## config.mk

```make
export PLATFORM = sky130hd
export DESIGN_NAME = raa_ctrl
export DESIGN_NICKNAME = d
export VERILOG_FILES = /design/src/hdl/raa_pkg.sv /design/src/hdl/raa_ctrl.sv
export SDC_FILE = /design/constraint.sdc
export NUM_CORES = 1
export LEC_CHECK = 0
export ABC_AREA = 0
export BUFFER_PORTS_ARGS = -buffer_cell sky130_fd_sc_hd__clkbuf_2
export CAP_MARGIN = 20
export CORE_MARGIN = 2
export CORE_UTILIZATION = 55
export CTS_CLUSTER_SIZE = 24
export DETAILED_ROUTE_END_ITERATION = 7
export PLACE_DENSITY = 0.79
export RECOVER_POWER = 50
export SLEW_MARGIN = 10
export SYNTH_ARGS = -nofsm -noshare
export SYNTH_HDL_FRONTEND = slang
export SYNTH_SLANG_ARGS = --single-unit
```

## constraint.sdc

```tcl
create_clock -name clk -period 3.85 [get_ports clk]
set_input_delay 0.77 -clock clk [delete_from_list [all_inputs] [get_ports clk]]
set_output_delay 0.77 -clock clk [all_outputs]
set_load 0.1 [all_outputs]
```

## src/hdl/raa_pkg.sv

```systemverilog
// Shared types and constants of the rectangle area allocator.
// Payload structs, config register indices, datapath command codes, status bundle and sequencer states.
// No dependencies.
`default_nettype none
package raa_pkg;

	localparam int FIELD_W = 13;
	localparam int FREE_SLOTS_DEF = 64;
	localparam int COORD_MAX_DEF = 4096;
	localparam int RESET_ATLAS = 1024;

	typedef struct packed {
		logic operation;
		logic [FIELD_W-1:0] req_width;
		logic [FIELD_W-1:0] req_height;
	} in_item_t;

	typedef struct packed {
		logic granted;
		logic [FIELD_W-1:0] pos_x;
		logic [FIELD_W-1:0] pos_y;
		logic table_overflow;
	} out_item_t;

	typedef enum logic [0:0] {
		REG_ATLAS_WIDTH = 1'b0,
		REG_ATLAS_HEIGHT = 1'b1
	} cfg_reg_t;

	typedef enum logic [4:0] {
		OP_NONE,
		OP_INIT,
		OP_RESTART,
		OP_LOAD_REQ,
		OP_RD_IDX,
		OP_SCAN_EV,
		OP_CUT_START,
		OP_CUT_EV,
		OP_SPLIT,
		OP_MOVE_START,
		OP_MOVE_RD,
		OP_MOVE_WR,
		OP_SW_START,
		OP_I_NEXT,
		OP_I_EV,
		OP_J_RD,
		OP_J_NEXT,
		OP_J_EV,
		OP_CMP_START,
		OP_CMP_WR,
		OP_CMP_END,
		OP_RESULT
	} dp_op_t;

	typedef struct packed {
		logic idx_end;
		logic j_end;
		logic idx_dead;
		logic j_dead;
		logic found;
		logic overlap;
		logic split_last;
		logic move_end;
		logic i_in_j;
		logic out_busy;
	} dp_status_t;

	typedef enum logic [4:0] {
		ST_INIT,
		ST_IDLE,
		ST_RESTART,
		ST_SCAN_RD,
		ST_SCAN_EV,
		ST_CUT_RD,
		ST_CUT_EV,
		ST_SPLIT,
		ST_MOVE_RD,
		ST_MOVE_WR,
		ST_I_RD,
		ST_I_EV,
		ST_J_RD,
		ST_J_EV,
		ST_CMP_RD,
		ST_CMP_WR,
		ST_DONE
	} ctl_state_t;

endpackage
`default_nettype wire

```

## src/hdl/raa_ctrl.sv

```systemverilog
// Sequencer of the allocator: scan, cut, append, containment sweep, compaction.
// Depends on raa_pkg.
`default_nettype none
module raa_ctrl (
	input wire logic clk,
	input wire logic arst_n,
	input wire logic in_valid,
	input wire logic in_op,
	output logic in_ready,
	input wire raa_pkg::dp_status_t status,
	output raa_pkg::dp_op_t cmd
);
	import raa_pkg::*;

	ctl_state_t state_q, state_d;

	always_ff @(posedge clk or negedge arst_n) begin
		if (!arst_n) begin
			state_q <= ST_INIT;
		end else begin
			state_q <= state_d;
		end
	end

	always_comb begin
		state_d = state_q;
		cmd = OP_NONE;
		in_ready = 1'b0;
		unique case (state_q)
			ST_INIT: begin
				cmd = OP_INIT;
				state_d = ST_IDLE;
			end
			ST_IDLE: begin
				in_ready = 1'b1;
				if (in_valid) begin
					if (in_op) begin
						state_d = ST_RESTART;
					end else begin
						cmd = OP_LOAD_REQ;
						state_d = ST_SCAN_RD;
					end
				end
			end
			ST_RESTART: begin
				cmd = OP_RESTART;
				state_d = ST_DONE;
			end
			ST_SCAN_RD: begin
				if (status.idx_end) begin
					if (status.found) begin
						cmd = OP_CUT_START;
						state_d = ST_CUT_RD;
					end else begin
						state_d = ST_DONE;
					end
				end else begin
					cmd = OP_RD_IDX;
					state_d = ST_SCAN_EV;
				end
			end
			ST_SCAN_EV: begin
				cmd = OP_SCAN_EV;
				state_d = ST_SCAN_RD;
			end
			ST_CUT_RD: begin
				if (status.idx_end) begin
					cmd = OP_MOVE_START;
					state_d = ST_MOVE_RD;
				end else begin
					cmd = OP_RD_IDX;
					state_d = ST_CUT_EV;
				end
			end
			ST_CUT_EV: begin
				cmd = OP_CUT_EV;
				state_d = status.overlap ? ST_SPLIT : ST_CUT_RD;
			end
			ST_SPLIT: begin
				cmd = OP_SPLIT;
				state_d = status.split_last ? ST_CUT_RD : ST_SPLIT;
			end
			ST_MOVE_RD: begin
				if (status.move_end) begin
					cmd = OP_SW_START;
					state_d = ST_I_RD;
				end else begin
					cmd = OP_MOVE_RD;
					state_d = ST_MOVE_WR;
				end
			end
			ST_MOVE_WR: begin
				cmd = OP_MOVE_WR;
				state_d = ST_MOVE_RD;
			end
			ST_I_RD: begin
				if (status.idx_end) begin
					cmd = OP_CMP_START;
					state_d = ST_CMP_RD;
				end else if (status.idx_dead) begin
					cmd = OP_I_NEXT;
				end else begin
					cmd = OP_RD_IDX;
					state_d = ST_I_EV;
				end
			end
			ST_I_EV: begin
				cmd = OP_I_EV;
				state_d = ST_J_RD;
			end
			ST_J_RD: begin
				if (status.j_end) begin
					cmd = OP_I_NEXT;
					state_d = ST_I_RD;
				end else if (status.j_dead) begin
					cmd = OP_J_NEXT;
				end else begin
					cmd = OP_J_RD;
					state_d = ST_J_EV;
				end
			end
			ST_J_EV: begin
				cmd = OP_J_EV;
				state_d = status.i_in_j ? ST_I_RD : ST_J_RD;
			end
			ST_CMP_RD: begin
				if (status.idx_end) begin
					cmd = OP_CMP_END;
					state_d = ST_DONE;
				end else if (status.idx_dead) begin
					cmd = OP_I_NEXT;
				end else begin
					cmd = OP_RD_IDX;
					state_d = ST_CMP_WR;
				end
			end
			ST_CMP_WR: begin
				cmd = OP_CMP_WR;
				state_d = ST_CMP_RD;
			end
			ST_DONE: begin
				if (!status.out_busy) begin
					cmd = OP_RESULT;
					state_d = ST_IDLE;
				end
			end
			default: begin
				state_d = ST_IDLE;
			end
		endcase
	end
endmodule
`default_nettype wire

```

Yosys cells after proc, flatten, opt, wreduce, memory -nomap -nowiden
Index checks and enable logic that the tools add are counted.
- bits in registers: 5
- memories: 0
- memory bits (read-only): 0
- latch bits: 0
- memory bits (writable): 0
- output and inout bits: 6
- logic and storage cells: 55
- input bits: 14
- div/mod/pow operators: 0
- reduce and logical (&&, ||, !) cells: 2
- bitwise operators: 0
- magnitude comparators: 0
- multiplexer cells: 31
- shift operators: 0
- add/subtract/negate cells: 0
- eq/ne operators: 21
- $mul: 0
- operators by type and width (cell ; number):
    case mux 5 bit (17 select lines) ; 1
    two-way mux 5 bit ; 16
    case mux 5 bit (16 select lines) ; 1
    equality test 5 x 4 -> 1 bit, second input constant ; 8
    equality test 5 x 3 -> 1 bit, second input constant ; 4
    two-way mux 4 bit ; 3
    equality test 5 x 2 -> 1 bit, second input constant ; 2
    two-way mux 2 bit ; 5
    two-way mux 3 bit ; 3
    inequality test 3 bit, second input constant ; 3
    equality test 5 x 1 -> 1 bit, second input constant ; 1
    equality test 5 bit, second input constant ; 1
    zero test 5 bit ; 1
    AND reduction 5 bit ; 1
    inequality test 2 bit, second input constant ; 2
    two-way mux 1 bit ; 2

Logic depth before layout (Yosys ltp)
Gate-level depths: netlist of the first run.
- word-level depth: 3
- mapped depth: 7
- gate-level depth less buffers: 5

Least setup slack after synthesis of the first run
OpenSTA, ideal clock, no wires.
- path kind: register to output
- start point: reg state_q[1]
- end point: out cmd[3]
- slack: 0.504 ns
- path buffers: 2
- data arrival time: 2.576 ns
- required time: 3.080 ns
- cell stages (with the launch flop): 7
- cells stage by stage: dfrtp_1 buf_2 buf_2 nand2_1 o21ba_1 a21oi_1 o221ai_1
- longest elaborated chain between the ends: 2
- elaborated cells between the ends (all ways): 18
- RTL lines (what ; line ; source):
    from (decl) ; raa_ctrl.sv:15 ; ctl_state_t state_q, state_d;
    from (signal assigned) ; raa_ctrl.sv:21 ; state_q <= state_d;
    equality test 5 bit, or another cell as far along ; raa_ctrl.sv:29 ; unique case (state_q)
    case mux 5 bit (17 select lines) * ; raa_ctrl.sv:29 ;
    to (decl) ; raa_ctrl.sv:11 ; output raa_pkg::dp_op_t cmd
Mark *: on every way between the ends. The rest lies on a longest branch, timed or not.

Worst setup path in the final report of the first run
- start point: reg state_q[2]
- end point: out cmd[0]
Same word-level chain as after synthesis.

==> results of run 1 <==
worst max path at each step:
| stage | endpoint | slack (ns) | cells after the start |
|---|---|---|---|
| 6_report | cmd[0] | 0.64 | 6 |
| 5_1_grt | cmd[1] | 0.54 | 6 |
| 4_1_cts | cmd[0] | 0.69 | 6 |
| 3_5_place_dp | cmd[0] | 0.96 | 6 |
| 3_3_place_gp | cmd[3] | 1.0 | 5 |
| 2_1_floorplan | cmd[3] | 0.50 | 6 |
routing by layer:
layer	track usage [%]	vias up	part of all wire, %
met5	0	-	0
met4	7.74	0	0.56
met3	6.90	2	8.6
met2	42.2	54	48
met1	38.3	441	43
li1	-	441	-
layout make-up:
class | count | share of cell area, %
Timing Repair Buffer | 19 | 10.8
Clock buffer | 4 | 3.03
Tap cell | 15 | 2.16
Sequential cell | 5 | 14.4
Inverter | 5 | 2.16
Multi-Input combinational cell | 90 | 67.4
cells by family (layout without fill, tap and decap cells):
kind of cell / Yosys count / count (layout) / share of synthesized area (%)
AND/OR/NAND/NOR: 54 / 54 / 39.9
flip-flops: 5 / 5 / 15.8
AO/OA/AOI/OAI: 36 / 36 / 33.9
buffers and inverters: 15 / 28 / 10.4
per-stage QoR:
stage	setup WS (ns)	cells	cell area (um^2)
after floorplan	0.504	110	793
after global placement	0.998	134	843
after detailed placement	0.963	134	843
after CTS	0.692	138	870
after global routing	0.539	138	868
final	0.644	138	868
placed cells by master (no fill, tap or decap), drive strengths merged, types with 3 or more instances in the layout:
cell / instances
a31oi: 3
nor2b: 6
nor2: 8
dfrtp: 5
clkbuf: 23
nand3: 5
o311a: 3
o21ai: 6
inv: 5
nor3: 11
nand2: 9
a21oi: 9
nand2b: 4
==> run_results.csv, run 1 <==
group,metric,value,unit
timing,worst_pin_slew,0.659,ns
grt,grt.total_usage,27.6,%
timing,finalWorstPathRequiredPeriod,3.21,ns
critical_path,cp-end-kind,"primary output",
drt,vias,938,
clock_tree,clk-insertion-delay-late,0.25,ns
logic_synthesis,ys_async_sr_fraction,100,%
logic_synthesis,yosys_most_used_dff,"sky130_fd_sc_hd__dfrtp_1",
drt,wire_per_inst,17.0,um
drt,vias_per_cell,6.80,
clock_tree,post-cts-setup-buffers,0,
critical_path,family_with_the_most_delay_on_the_worst_path,"simple AND/OR/NAND/NOR gates",
floorplan,io_pins,20,
finish,antenna_cells_inserted,0,
critical_path,rr_endpoint,"state_q[0]$_DFFE_PN0P_",
status,status,"complete, no violations",
timing,setup_total_negative_slack,0,ns
timing,rsz0062_at_grt,"no",
critical_path,arrival_time_at_the_worst_endpoint,2.44,ns
clock_tree,cts.repair.resized,0,
floorplan,floorplan.die.width,42.0,um
grt,grt_first_pass_wirelength,3710,um
flow_run,drv.max_cap_violation_count,0,
logic_synthesis,netlist.top_cell.by_area,"sky130_fd_sc_hd__dfrtp_1",
logic_synthesis,post_synth_most_frequent_cells,"sky130_fd_sc_hd__a21oi_1, sky130_fd_sc_hd__nand2_1, sky130_fd_sc_hd__nor2_1, sky130_fd_sc_hd__nor3_1",
finish,n_fill_cell,131,
critical_path,start_kind,"register",
critical_path,r2r-start,"state_q[0]$_DFFE_PN0P_",
finish,largest_register_ff_count,5,
drt,drt_first_iter_violations,57,
critical_path,setup.worst_path.start,"state_q[2]$_DFFE_PN0P_",
logic_synthesis,distinct_cell_type_count_after_synthesis,42,
finish,syn_to_final_growth,9.46,%
timing,achievable-frequency,312,MHz
critical_path,crit_required,3.08,ns
finish,regArea,125,um^2
finish,drive_above_1_share,26.8,%
grt,grt-ovfl-total,0,
timing,drv_slew,0,
critical_path,worstSetupPathType,"register to primary output",
logic_synthesis,synthesis.yosys.warnings,0,
finish,regMostFlops,"state_q",
logic_synthesis,syn_inst,110,
floorplan,start_util,60.2,%
timing,clock_skew,0.000844,ns
timing,hold_viol_final,0,
grt,maximum_number_of_pins_on_one_net_before_global_route_repair,24,
critical_path,crit_path_top_delay_cell,"sky130_fd_sc_hd__dfrtp_1",
clock_tree,cts-hold-fix-buffers,0,
floorplan,die_area,0.00176,mm^2
clock_tree,ctsRootBufferMaster,"sky130_fd_sc_hd__clkbuf_4",
finish,nets,138,
timing,timing.hold.ws,0.364,ns
placed_design,routabilityCongestion,0.994,
floorplan,core,0.00132,mm^2
clock_tree,maximum_buffer_depth_of_the_clock_tree,2,
critical_path,worst_r2r_path_depth,4,
logic_synthesis,cell_area_after_synthesis,793,um^2
logic_synthesis,synth-seq-area-share,15.8,%
logic_synthesis,number_of_enable_type_register_cells_in_the_synthesized_netlist,0,
critical_path,timing.critical_path.buf_inv,1,
critical_path,r2r_setup_slack,1.94,ns
clock_tree,htree_num_levels,1,
floorplan,core.rowCount,13,
logic_synthesis,synth_top_area_share,15.8,%
floorplan,die-height,42.0,um
clock_tree,cts-buffers-inserted,3,
finish,finalCoreUtilization,65.9,%
grt,vias_in_the_first_global_route,799,
grt,grt_antenna_before_repair,0,
min_path,timing.hold.worst.class,"primary input to async pin",
placed_design,buffer_ports.inserted,19,
critical_path,worst-path-max-fanout,15,
clock_tree,register_clock_pin_slew_on_the_reported_worst_setup_and_hold_paths,0.05,ns
timing,layout_worst_path_cycle_share,83.3,%
logic_synthesis,synth.avg_cell_area,7.21,um^2
drt,route.detailed.drc,0,
drt,drt-pass1-iter-count,4,
clock_tree,cts_tree,"built",
critical_path,cp_cell_sequence,"nor2b_1, nand3_1, o22a_1, o21a_1, nand3_1, clkbuf_2",
drt,drt_wl_total,2340,um
logic_synthesis,synth_area_leaders,"sky130_fd_sc_hd__dfrtp_1, sky130_fd_sc_hd__a21oi_1, sky130_fd_sc_hd__nor3_1",
logic_synthesis,yosys_register_bits,5,
clock_tree,tritoncts_num_sinks,5,
placed_design,post_dp_hpwl,1680,um
timing,final-setup-viol-count,0,
drt,detail-route-antenna-nets,0,
critical_path,delay_of_the_slowest_critical_path_stage,0.68,ns
finish,multiInputGateArea,586,um^2
critical_path,crit_path_frequent_cell,"sky130_fd_sc_hd__nand3_1",
finish,reg_top3,"state_q: 5 flops",
logic_synthesis,syn_nets,124,
timing,worst_slew_margin_rel,56.1,%
Power of run 1 is not shown: default switching activity piles up to over one toggle a cycle in this logic, so the estimate is an artifact.
==> run 2, diff against run 1 <==
--- a/config.mk
+++ b/config.mk
@@ -5,14 +5,14 @@
 export SDC_FILE = /design/constraint.sdc
 export NUM_CORES = 1
 export LEC_CHECK = 0
-export ABC_AREA = 0
+export ABC_AREA = 1
 export BUFFER_PORTS_ARGS = -buffer_cell sky130_fd_sc_hd__clkbuf_2
 export CAP_MARGIN = 20
 export CORE_MARGIN = 2
-export CORE_UTILIZATION = 55
+export CORE_UTILIZATION = 52
 export CTS_CLUSTER_SIZE = 24
 export DETAILED_ROUTE_END_ITERATION = 7
-export PLACE_DENSITY = 0.79
+export PLACE_DENSITY = 0.75
 export RECOVER_POWER = 50
 export SLEW_MARGIN = 10
 export SYNTH_ARGS = -nofsm -noshare
==> constraint.sdc (replaced) <==
create_clock -name clk -period 3.2 [get_ports clk]
set_input_delay 0.64 -clock clk [delete_from_list [all_inputs] [get_ports clk]]
set_output_delay 0.64 -clock clk [all_outputs]
set_load 0.1 [all_outputs]
==> run_results.csv, run 2 <==
group,metric,value,unit
critical_path,r2r-start,"state_q[2]$_DFFE_PN0P_",
timing,smallest_setup_slack_after_layout,0.506,ns
finish,reg_top3,"state_q: 5 flops",
critical_path,r2r_setup_slack,1.68,ns
floorplan,start_util,54.3,%
drt,wl_met3,203,um
floorplan,io_pins,20,
finish,syn_to_final_growth,16.3,%
min_path,timing.hold.worst.class,"primary input to async pin",
logic_synthesis,post_synth_most_frequent_cells,"sky130_fd_sc_hd__nand2_1, sky130_fd_sc_hd__nor2_1, sky130_fd_sc_hd__inv_1",
timing,rsz0062_at_grt,"no",
clock_tree,register_clock_pin_slew_on_the_reported_worst_setup_and_hold_paths,0.05,ns
grt,grt-ovfl-total,0,
logic_synthesis,syn_nets,155,
clock_tree,clk-insertion-delay-late,0.24,ns
finish,largest_register_ff_count,5,
clock_tree,htree_num_levels,1,
timing,finalWorstPathRequiredPeriod,2.69,ns
critical_path,worst-path-max-fanout,9,
drt,vias,1013,
logic_synthesis,yosys_register_bits,5,
flow_run,drv.max_cap_violation_count,0,
floorplan,core.rowCount,14,
timing,drv_slew,0,
logic_synthesis,ys_async_sr_fraction,100,%
drt,drt_first_iter_violations,46,
critical_path,rr_endpoint,"state_q[1]$_DFFE_PN0P_",
clock_tree,cts.repair.resized,0,
critical_path,crit_required,2.56,ns
timing,hold_viol_final,0,
logic_synthesis,synth.avg_cell_area,5.66,um^2
finish,regArea,125,um^2
floorplan,floorplan.die.width,43.2,um
placed_design,post_dp_hpwl,1830,um
timing,timing.hold.ws,0.233,ns
logic_synthesis,syn_inst,141,
clock_tree,ctsRootBufferMaster,"sky130_fd_sc_hd__clkbuf_4",
placed_design,buffer_ports.inserted,19,
finish,regMostFlops,"state_q",
timing,achievable-frequency,371,MHz
critical_path,worstSetupPathType,"register to primary output",
finish,multiInputGateArea,577,um^2
logic_synthesis,synth-seq-area-share,15.7,%
grt,maximum_number_of_pins_on_one_net_before_global_route_repair,12,
finish,finalCoreUtilization,63.1,%
finish,mostFrequentLayoutCells,"sky130_fd_sc_hd__nand2_1, sky130_fd_sc_hd__nor2_1, sky130_fd_sc_hd__clkbuf_2, sky130_fd_sc_hd__inv_1, sky130_fd_sc_hd__nand3_1",
clock_tree,maximum_buffer_depth_of_the_clock_tree,2,
critical_path,cp-end-kind,"primary output",
timing,layout_worst_path_cycle_share,84.2,%
grt,vias_in_the_first_global_route,867,
timing,worst_slew_margin_rel,64.1,%
logic_synthesis,number_of_enable_type_register_cells_in_the_synthesized_netlist,0,
logic_synthesis,netlist.top_cell.by_area,"sky130_fd_sc_hd__nand2_1",
logic_synthesis,synthesis.yosys.warnings,0,
floorplan,die_area,0.00186,mm^2
timing,worst_pin_slew,0.542,ns
logic_synthesis,synth_top_area_share,17.9,%
logic_synthesis,cell_area_after_synthesis,798,um^2
clock_tree,tritoncts_num_sinks,5,
logic_synthesis,distinct_cell_type_count_after_synthesis,21,
finish,drive_above_1_share,28.2,%
logic_synthesis,yosys_most_used_dff,"sky130_fd_sc_hd__dfrtp_1",
floorplan,die-height,43.2,um
drt,detail-route-antenna-nets,0,
grt,grt_first_pass_wirelength,3800,um
drt,route.detailed.drc,0,
timing,setup_total_negative_slack,0,ns
drt,drt_wl_total,2210,um
clock_tree,cts_tree,"built",
drt,highest_signal_layer_in_the_routed_design,"met4",
logic_synthesis,most_frequent_cell_after_synthesis,"sky130_fd_sc_hd__nand2_1",
timing,final-setup-viol-count,0,
status,status,"complete, no violations",
finish,n_fill_cell,140,
critical_path,worst_r2r_path_depth,9,
grt,grt.total_usage,27.3,%
placed_design,routabilityCongestion,1.06,
finish,leading_cell_type_in_the_layout_fill_and_taps_excluded,"sky130_fd_sc_hd__nand2_1",
clock_tree,cts-hold-fix-buffers,0,
finish,nets,178,
critical_path,arrival_time_at_the_worst_endpoint,2.05,ns
drt,met2_length,994,um
drt,wire_per_inst,12.4,um
drt,drt-pass1-iter-count,4,
grt,grt_antenna_before_repair,0,
logic_synthesis,synth_area_leaders,"sky130_fd_sc_hd__nand2_1, sky130_fd_sc_hd__dfrtp_1, sky130_fd_sc_hd__nor2_1",
clock_tree,cts-buffers-inserted,3,
placed_design,place_worst_setup_slack,0.769,ns
drt,met1Wirelength,971,um
drt,vias_per_cell,5.66,
timing,clock_skew,0.00389,ns
critical_path,start_kind,"register",
finish,antenna_cells_inserted,0,
floorplan,core,0.00147,mm^2
clock_tree,post-cts-setup-buffers,0,
==> run 2: kinds of logic (layout without fill, tap and decap cells) <==
| kind of cell | after synthesis | count (layout) | share of synthesized area, % |
|---|---|---|---|
| simple gates | 103 | 103 | 64.3 |
| buf+inv | 23 | 45 | 11.8 |
| flops | 5 | 5 | 15.7 |
| compound gates | 10 | 10 | 8.31 |
==> run 2: per-stage QoR <==
step           cell area (um^2)  std cells
4_1_cts                     932        179
3_3_place_gp                906        175
3_5_place_dp                906        175
2_1_floorplan               798        141
5_1_grt                     928        179
6_report                    928        179
==> run 2: critical path: stages (launching register included) <==
cell                       delay [ns]
sky130_fd_sc_hd__dfrtp_1         0.45
sky130_fd_sc_hd__nor2_2          0.39
sky130_fd_sc_hd__nand4_1         0.21
sky130_fd_sc_hd__nand2_1         0.14
sky130_fd_sc_hd__nor2_1          0.05
sky130_fd_sc_hd__o211ai_1        0.08
sky130_fd_sc_hd__clkbuf_2        0.49
==> run 2: worst max path at each step <==
stage / startpoint / to / cells past startpoint
finish: state_q[0]$_DFFE_PN0P_ / cmd[4] / 6
global placement: state_q[0]$_DFFE_PN0P_ / cmd[4] / 6
floorplan: state_q[4]$_DFFE_PN0P_ / cmd[4] / 5
CTS: state_q[0]$_DFFE_PN0P_ / cmd[4] / 6
detailed placement: state_q[0]$_DFFE_PN0P_ / cmd[4] / 6
global route: state_q[2]$_DFFE_PN0P_ / cmd[1] / 8
==> run 2: final cells by class <==
type | count | area share (%)
multi-input combinational | 113 | 62.1
sequential | 5 | 13.5
timing repair buffer | 20 | 10.9
inverter | 21 | 8.49
clock buffer | 4 | 2.83
tap | 16 | 2.16
==> run 2: routing by layer <==
metal / vias up / track usage (%)
met5: - / 0
met4: 0 / 10.3
met3: 6 / 7.23
met2: 59 / 39.1
met1: 441 / 38.7
li1: 507 / -
Power of run 2 is left out for the same reason.
==> run 3, diff against run 2 <==
--- a/config.mk
+++ b/config.mk
@@ -5,7 +5,7 @@
 export SDC_FILE = /design/constraint.sdc
 export NUM_CORES = 1
 export LEC_CHECK = 0
-export ABC_AREA = 1
+export ABC_AREA = 0
 export BUFFER_PORTS_ARGS = -buffer_cell sky130_fd_sc_hd__clkbuf_2
 export CAP_MARGIN = 20
 export CORE_MARGIN = 2
==> constraint.sdc (replaced) <==
create_clock -name clk -period 2.7 [get_ports clk]
set_input_delay 0.54 -clock clk [delete_from_list [all_inputs] [get_ports clk]]
set_output_delay 0.54 -clock clk [all_outputs]
set_load 0.1 [all_outputs]
==> run_results.csv, run 3 (same netlist as run 1, synthesis figures left out) <==
group,metric,value,unit
finish,mostFrequentLayoutCells,"sky130_fd_sc_hd__clkbuf_2, sky130_fd_sc_hd__a21oi_1, sky130_fd_sc_hd__nand2_1, sky130_fd_sc_hd__nor2_1, sky130_fd_sc_hd__nor3_1",
clock_tree,cts_tree,"built",
grt,maximum_number_of_pins_on_one_net_before_global_route_repair,22,
grt,grt_first_pass_wirelength,3680,um
critical_path,crit_path_top_delay_cell,"sky130_fd_sc_hd__dfrtp_2",
timing,worst_pin_slew,0.538,ns
critical_path,worst_r2r_path_depth,4,
clock_tree,htree_num_levels,1,
drt,route.detailed.drc,0,
critical_path,delay_of_the_slowest_critical_path_stage,0.48,ns
critical_path,cp_depth,7,
drt,wire_per_inst,15.9,um
flow_run,drv.max_cap_violation_count,0,
critical_path,worst-path-max-fanout,10,
placed_design,buffer_ports.inserted,19,
floorplan,start_util,53.9,%
floorplan,core.rowCount,14,
timing,timing.hold.ws,0.137,ns
critical_path,crit_required,2.16,ns
grt,grt.total_usage,26.8,%
floorplan,die-height,43.1,um
floorplan,io_pins,20,
placed_design,post_dp_hpwl,1720,um
timing,layout_worst_path_cycle_share,95.0,%
grt,vias_in_the_first_global_route,805,
finish,drive_above_1_share,33.1,%
finish,largest_register_ff_count,5,
floorplan,core,0.00147,mm^2
status,status,"complete, no violations",
timing,setup_total_negative_slack,0,ns
placed_design,place_worst_setup_slack,0.347,ns
critical_path,start_kind,"register",
clock_tree,clk-insertion-delay-late,0.24,ns
timing,finalWorstPathRequiredPeriod,2.57,ns
timing,worst_slew_margin_rel,64.3,%
finish,reg_top3,"state_q: 5 flops",
grt,grt_antenna_before_repair,0,
finish,nets,142,
min_path,timing.hold.worst.class,"primary input to async pin",
critical_path,cp-end-kind,"primary output",
timing,smallest_setup_slack_after_layout,0.134,ns
floorplan,die_area,0.00185,mm^2
clock_tree,cts-buffers-inserted,3,
clock_tree,maximum_buffer_depth_of_the_clock_tree,2,
drt,vias_per_cell,6.52,
finish,regMostFlops,"state_q",
drt,drt_wl_total,2270,um
floorplan,floorplan.die.width,43.1,um
critical_path,timing.critical_path.buf_inv,2,
drt,drt-pass1-iter-count,4,
drt,vias,933,
clock_tree,register_clock_pin_slew_on_the_reported_worst_setup_and_hold_paths,0.04,ns
clock_tree,post-cts-setup-buffers,0,
drt,detail-route-antenna-nets,0,
critical_path,arrival_time_at_the_worst_endpoint,2.03,ns
drt,drt_first_iter_violations,35,
timing,hold_viol_final,0,
critical_path,cp_cell_sequence,"buf_4, or3_4, nor3_2, nand2_1, o311a_1, o21ai_2, buf_12",
timing,drv_slew,0,
finish,antenna_cells_inserted,0,
clock_tree,tritoncts_num_sinks,5,
timing,achievable-frequency,390,MHz
timing,clock_skew,0.00111,ns
finish,leading_cell_type_in_the_layout_fill_and_taps_excluded,"sky130_fd_sc_hd__clkbuf_2",
critical_path,worstSetupPathType,"register to primary output",
timing,rsz0062_at_grt,"no",
finish,syn_to_final_growth,21.1,%
placed_design,routabilityCongestion,0.935,
grt,grt-ovfl-total,0,
timing,final-setup-viol-count,0,
critical_path,family_with_the_most_delay_on_the_worst_path,"simple AND/OR/NAND/NOR gates",
clock_tree,ctsRootBufferMaster,"sky130_fd_sc_hd__clkbuf_4",
## run 3: per-stage QoR
| step | cells | util, % | instance area (um^2) |
|---|---|---|---|
| global placement | 139 | 63.3 | 931 |
| floorplan | 110 | - | 807 |
| finish | 143 | 65.3 | 961 |
| CTS | 143 | 65.1 | 957 |
| detailed placement | 139 | 63.3 | 931 |
| global route | 143 | 65.3 | 961 |
## run 3: per-layer routing
layer | vias to the layer above | global-route usage [%] | share of wire (%)
li1 | 453 | - | -
met1 | 427 | 36.6 | 45
met2 | 49 | 40.6 | 46
met3 | 4 | 8.94 | 8.3
met4 | 0 | 6.67 | 0.53
met5 | - | 0 | 0
## run 3: final cells by class
| class | instances | area (um^2) |
|---|---|---|
| clock buffers | 4 | 26.3 |
| inverters | 5 | 18.8 |
| repair buffers | 23 | 174 |
| multi-input cells | 90 | 592 |
| flip-flops and latches | 5 | 130 |
| fillers | 143 | 510 |
| well taps | 16 | 20.0 |
## run 3: path summary, 6_finish.rpt
kind	startpoint	endpoint	slack, ns
hold / removal	arst_n	state_q[2]$_DFFE_PN0P_	0.14
setup reg to reg	state_q[0]$_DFFE_PN0P_	state_q[0]$_DFFE_PN0P_	1.06
setup / recovery	state_q[2]$_DFFE_PN0P_	cmd[1]	0.13
max in group asynchronous	arst_n	state_q[1]$_DFFE_PN0P_	2.34
hold reg to reg	state_q[3]$_DFFE_PN0P_	state_q[3]$_DFFE_PN0P_	0.76
min in group clk	status[0]	state_q[4]$_DFFE_PN0P_	0.67
## run 3: what timing repair did
action	4_1_cts	5_1_grt
hold endpoints to repair	0	0
setup endpoints to repair	0	4
gates resized for setup	0	4
hold buffers	0	0
## run 3: worst reg2reg max path, delay by kind of cell (launching register included)
kind	cells	cell delay, ns
and+or+nand+nor	3	0.52
AOI/OAI and AO/OA	1	0.41
DFF	1	0.58
Power of run 3 is left out for the same reason.
